==> src/gsm_pkg.sv <==
// ----------------------------------------------------------------------------
// gsm_pkg
// Shared types and codes for the generational slot map.
// ----------------------------------------------------------------------------
package gsm_pkg;

  localparam int ACTION_W  = 2;
  localparam int STATUS_W  = 2;
  localparam int KEY_GEN_W = 32;

  localparam logic [ACTION_W-1:0] ACT_INSERT = 2'd0;
  localparam logic [ACTION_W-1:0] ACT_GET    = 2'd1;
  localparam logic [ACTION_W-1:0] ACT_REMOVE = 2'd2;

  localparam logic [STATUS_W-1:0] ST_OK    = 2'd0;
  localparam logic [STATUS_W-1:0] ST_STALE = 2'd1;
  localparam logic [STATUS_W-1:0] ST_FULL  = 2'd2;

  typedef enum logic [6:0] {
    S_IDLE = 7'b0000001,
    S_LOOK = 7'b0000010,
    S_CHK  = 7'b0000100,
    S_CHK2 = 7'b0001000,
    S_MOVE = 7'b0010000,
    S_FREE = 7'b0100000,
    S_DONE = 7'b1000000
  } state_t;

  // Commands from controller to datapath
  typedef struct packed {
    logic capture;
    logic check;
    logic check2;
    logic move;
    logic free_upd;
  } cmd_t;

  // Status from datapath to controller
  typedef struct packed {
    logic is_insert;
    logic is_getrem;
    logic is_remove;
    logic key_ok;
    logic live;
    logic need_move;
  } sts_t;

endpackage

==> src/gsm_ctrl.sv <==
// ----------------------------------------------------------------------------
// gsm_ctrl
// Sequencer for insert, get and remove beats.
// ----------------------------------------------------------------------------
module gsm_ctrl (
  input  logic          clk,
  input  logic          rst_n,
  input  logic          in_valid,
  input  logic          out_stall,
  input  gsm_pkg::sts_t sts,
  output gsm_pkg::cmd_t cmd,
  output logic          in_stall,
  output logic          out_valid
);
  import gsm_pkg::*;

  state_t state_r, state_nxt;

  // Next state
  always_comb begin
    state_nxt = state_r;
    unique case (state_r)
      S_IDLE: if (in_valid) state_nxt = S_LOOK;
      S_LOOK: state_nxt = S_CHK;
      S_CHK: begin
        if (sts.is_getrem && sts.key_ok) state_nxt = S_CHK2;
        else state_nxt = S_DONE;
      end
      S_CHK2: begin
        if (sts.is_remove && sts.live) state_nxt = sts.need_move ? S_MOVE : S_FREE;
        else state_nxt = S_DONE;
      end
      S_MOVE: state_nxt = S_FREE;
      S_FREE: state_nxt = S_DONE;
      S_DONE: if (!out_stall) state_nxt = S_IDLE;
      default: state_nxt = S_IDLE;
    endcase
  end

  // Hold state
  always_ff @(posedge clk) begin
    if (!rst_n) state_r <= S_IDLE;
    else state_r <= state_nxt;
  end

  // Drive commands
  assign cmd.capture  = (state_r == S_IDLE) && in_valid;
  assign cmd.check    = (state_r == S_CHK);
  assign cmd.check2   = (state_r == S_CHK2);
  assign cmd.move     = (state_r == S_MOVE);
  assign cmd.free_upd = (state_r == S_FREE);
  assign in_stall     = (state_r != S_IDLE);
  assign out_valid    = (state_r == S_DONE);

endmodule

==> config.mk <==
export PLATFORM = sky130hd
export DESIGN_NAME = gsm_ctrl
export DESIGN_NICKNAME = d
export VERILOG_FILES = /design/src/gsm_pkg.sv /design/src/gsm_ctrl.sv
export SDC_FILE = /design/constraint.sdc
export NUM_CORES = 1
export LEC_CHECK = 0
export BUFFER_PORTS_ARGS = -buffer_cell sky130_fd_sc_hd__clkbuf_2
export CORE_AREA = 4 4 41 43
export DETAILED_ROUTE_END_ITERATION = 8
export DIE_AREA = 0 0 45 47
export PLACE_DENSITY = 0.64
export SKIP_CTS_REPAIR_TIMING = 1
export SYNTH_ARGS = -nofsm -noshare
export SYNTH_HDL_FRONTEND = slang
export SYNTH_SLANG_ARGS = --single-unit
==> constraint.sdc <==
create_clock -name clk -period 2.15 [get_ports clk]
set_clock_uncertainty 0.15 [all_clocks]
set_input_delay 0 -clock clk [delete_from_list [all_inputs] [get_ports clk]]
set_output_delay 0 -clock clk [all_outputs]
set_load 0.05 [all_outputs]
==> summary.md <==
| Metric | Value |
|---|---|
| Failing checks | `hold timing` |
| Skew-Pair Late Insertion Delay | `0.25 ns` |
| Switch Pwr | `0.115 mW` |
| Setup Crit Path Kind | `reg2out` |
| Syn nets | `66` |
| Die area | `2120 sq um` |
| Antenna-violating nets left | `0` |
| Post-synthesis compound-gate area fraction | `0.193` |
| Internal | `0.239 mW` |
| Crit path max-delay cell type | `nor3_1` |
| Actual slew at the worst max-slew pin | `0.526 ns` |
| Nets | `90` |
| Static Leak | `0.263 nW` |
| Clock Pin Slew Worst Setup and Hold Paths | `0.05 ns` |
| Initial DRC count | `4` |
| Antenna diodes | `0` |
| Die H | `47 um` |
| Hold Path Class | `in2reg` |
| Share of cells above drive strength 1 | `0.266` |
| R2R cell count | `4` |
| Synth warnings | `0` |
| Final worst slack | `0.231 ns` |
| Dpl ws | `0.519 ns` |
| CP arrival | `1.77 ns` |
| Flop pwr share | `0.404` |
| Run status | `finished, violations left` |
| Ports | `17` |
| Crit. path cell count | `4` |
| Crit-path leading delay family | `simple AND/OR/NAND/NOR gates` |
| Cell Count Post-Placement | `85` |
| CTS Buffer Depth | `2` |
| DRT Wirelength | `1070 um` |
| # port buffers | `15` |
| CP max stage delay | `0.48 ns` |
| Via count | `481` |
| Synth Flop Type | `dfxtp_1` |
| Distinct cells, synth | `28` |
| Vias per Instance | `5.12` |
| Post-synth ARST share | `0` |
| Post-synthesis mux area share | `0` |
| Cells after synthesis | `56` |
| Post-Synth Simple-Gate Area | `0.447` |
| CTS H-tree lvls | `1` |
| Hold Slack | `-0.0182 ns` |
| Critical path cell sequence | `nor3_1 -> nand2_1 -> nor3b_2 -> clkbuf_2` |
| EDFF count, synth | `0` |
| First-pass GRT wire length | `1800 um` |
| Endpoints failing hold | `3` |
| GRT Total Usage | `0.120` |
| Crit path launch type | `register` |
| Drc violations | `0` |
| Iteration count of the initial detailed-routing pass | `3` |
| WL per Instance | `11.4 um` |
| PD cells | `582 nW/um^2` |
| Overall Power | `0.353 mW` |
| Setup TNS | `0 ns` |
| Sw Ratio | `0.325` |
| Syn Area/Cell | `7.75 sq um` |
| Mapped Area | `434 sq um` |
| Critical path endpoint category | `output port` |
| RSZ-0062 raised after global routing | `no` |
| Clk root buf | `clkbuf_4` |
| Seq/Total Area, Yosys | `0.323` |
| Slew HR | `0.647` |
| Hold Path Cell Cnt | `4` |
| Largest family of logic cells by synthesized area | `simple AND/OR/NAND/NOR gates` |
| Most flop-heavy register | `state_r` |
| Die Width | `45 um` |
| Crit-path max FO | `5` |
| Worst EP required | `2.00 ns` |
| MaxCap Viol Count | `0` |
| CTS sink count | `7` |
| Core Region | `1300 sq um` |
| Flops & latches, synth | `7` |
| Peak Freq | `0.521 GHz` |
| DP HPWL | `764 um` |
| Top Registers | `state_r (7)` |
| Area grow syn2layout | `39.8%` |
| Num CTS Buffers | `3` |
| Buf/Inv on CP | `1` |
| Vias in the first global route | `437` |
| Combinational power share | `0.255` |
| Clock share of power | `0.341` |
| Setup-failing EPs final | `0` |
| VDD IR-drop max | `0.000588 V` |
| Fin crit period | `1.92 ns` |
| Post-Synth XOR/XNOR Area | `0.0202` |
| Post-synthesis adder-cell area fraction | `0` |
| Initial Util | `0.334` |
| Pin count of the biggest net entering global routing | `11` |
| Initial antenna violation count | `0` |
| CTS tree | `yes` |
| Cell Count, Final, Fillers Out | `94` |
| Max reg flops | `7` |
| Grt ovf | `0` |
| Final Cycle Share | `0.892` |
| Fin. max-slew vios | `0` |
| Rows | `13` |
| GPL Wtd Cong | `0.702` |
==> kinds of logic after synthesis <==
| family | count (synthesis) |
|---|---|
| and+or+nand+nor | 34 |
| AOI/OAI and AO/OA | 12 |
| DFF | 7 |
| buffers and inverters | 2 |
| xor gates and xnor gates | 1 |
==> through the flow <==
step	hold WS [ns]	area [sq um]	util
after floorplan	-0.0714	439	-
after global placement	0.108	529	0.407
after detailed placement	0.104	529	0.407
after CTS	-0.163	557	0.428
after global routing	0.00130	607	0.466
final	-0.0182	607	0.466
==> worst paths after layout <==
kind / from / end / slack [ns]
hold / removal: out_stall / state_r[0] / -0.02
hold reg to reg: state_r[1] / state_r[2] / 0.41
setup / recovery: state_r[0] / out_valid / 0.23
setup reg to reg: state_r[0] / state_r[0] / 0.54
==> power by group through the flow <==
stage / clock, mW / combinational [mW] / sequential, mW
3_3_place_gp: 0 / 0.0832 / 0.145
5_1_grt: 0.135 / 0.0999 / 0.143
2_1_floorplan: 0 / 0.0619 / 0.143
3_5_place_dp: 0 / 0.0834 / 0.145
6_report: 0.120 / 0.0902 / 0.143
4_1_cts: 0.127 / 0.0845 / 0.142
==> cell type report <==
type | instances | area, sq um
Sequential cell | 7 | 140
Fill cell | 146 | 694
Tap cell | 15 | 18.8
Multi-Input combinational cell | 47 | 292
Timing Repair Buffer | 20 | 125
Inverter | 1 | 3.75
Clock buffer | 3 | 22.5
Clock inverter | 1 | 5.00
==> worst min-delay path, delay by kind of cell <==
kind,cells,cell delay (ns)
AO/OA/AOI/OAI,1,0.12
buffers and inverters,1,0.09
AND/OR/NAND/NOR,2,0.13
==> synth_stat cells, types with 2 or more instances <==
cell type / instances / share of area
and3_1: 3 / 0.043
nor2_1: 9 / 0.078
nor3b_1: 3 / 0.052
a31oi_1: 2 / 0.029
o21ai_0: 2 / 0.023
nand2b_1: 2 / 0.029
dfxtp_1: 7 / 0.32
nor2b_1: 4 / 0.058
nand2_1: 3 / 0.026
nand4_1: 2 / 0.029
nor3_1: 2 / 0.023
==> layer usage <==
metal	share of wire	global-route usage	wire, um	up-vias
met2	0.48	0.201	510	13
met4	0.0066	0.0351	7	0
met3	0.065	0.0613	69	2
met5	0	0	0	-
li1	-	-	-	254
met1	0.45	0.133	481	212
==> placed cells by master, fill, tap and decap left out, drive strengths merged <==
cell type    count
a2111oi          1
a211oi           1
a21boi           1
a21o             1
a21oi            1
a31oi            2
a41oi            1
and2             2
and3             3
and4             1
clkbuf          18
clkinv           1
dfxtp            7
dlygate4sd3      5
inv              1
nand2            3
nand2b           2
nand3b           1
nand4            2
nor2             9
nor2b            4
nor3             2
nor3b            3
nor4             1
o211ai           1
o21ai            2
o221ai           1
or3              1
xnor2            1
Note: power is estimated with default switching activity, not from simulation.
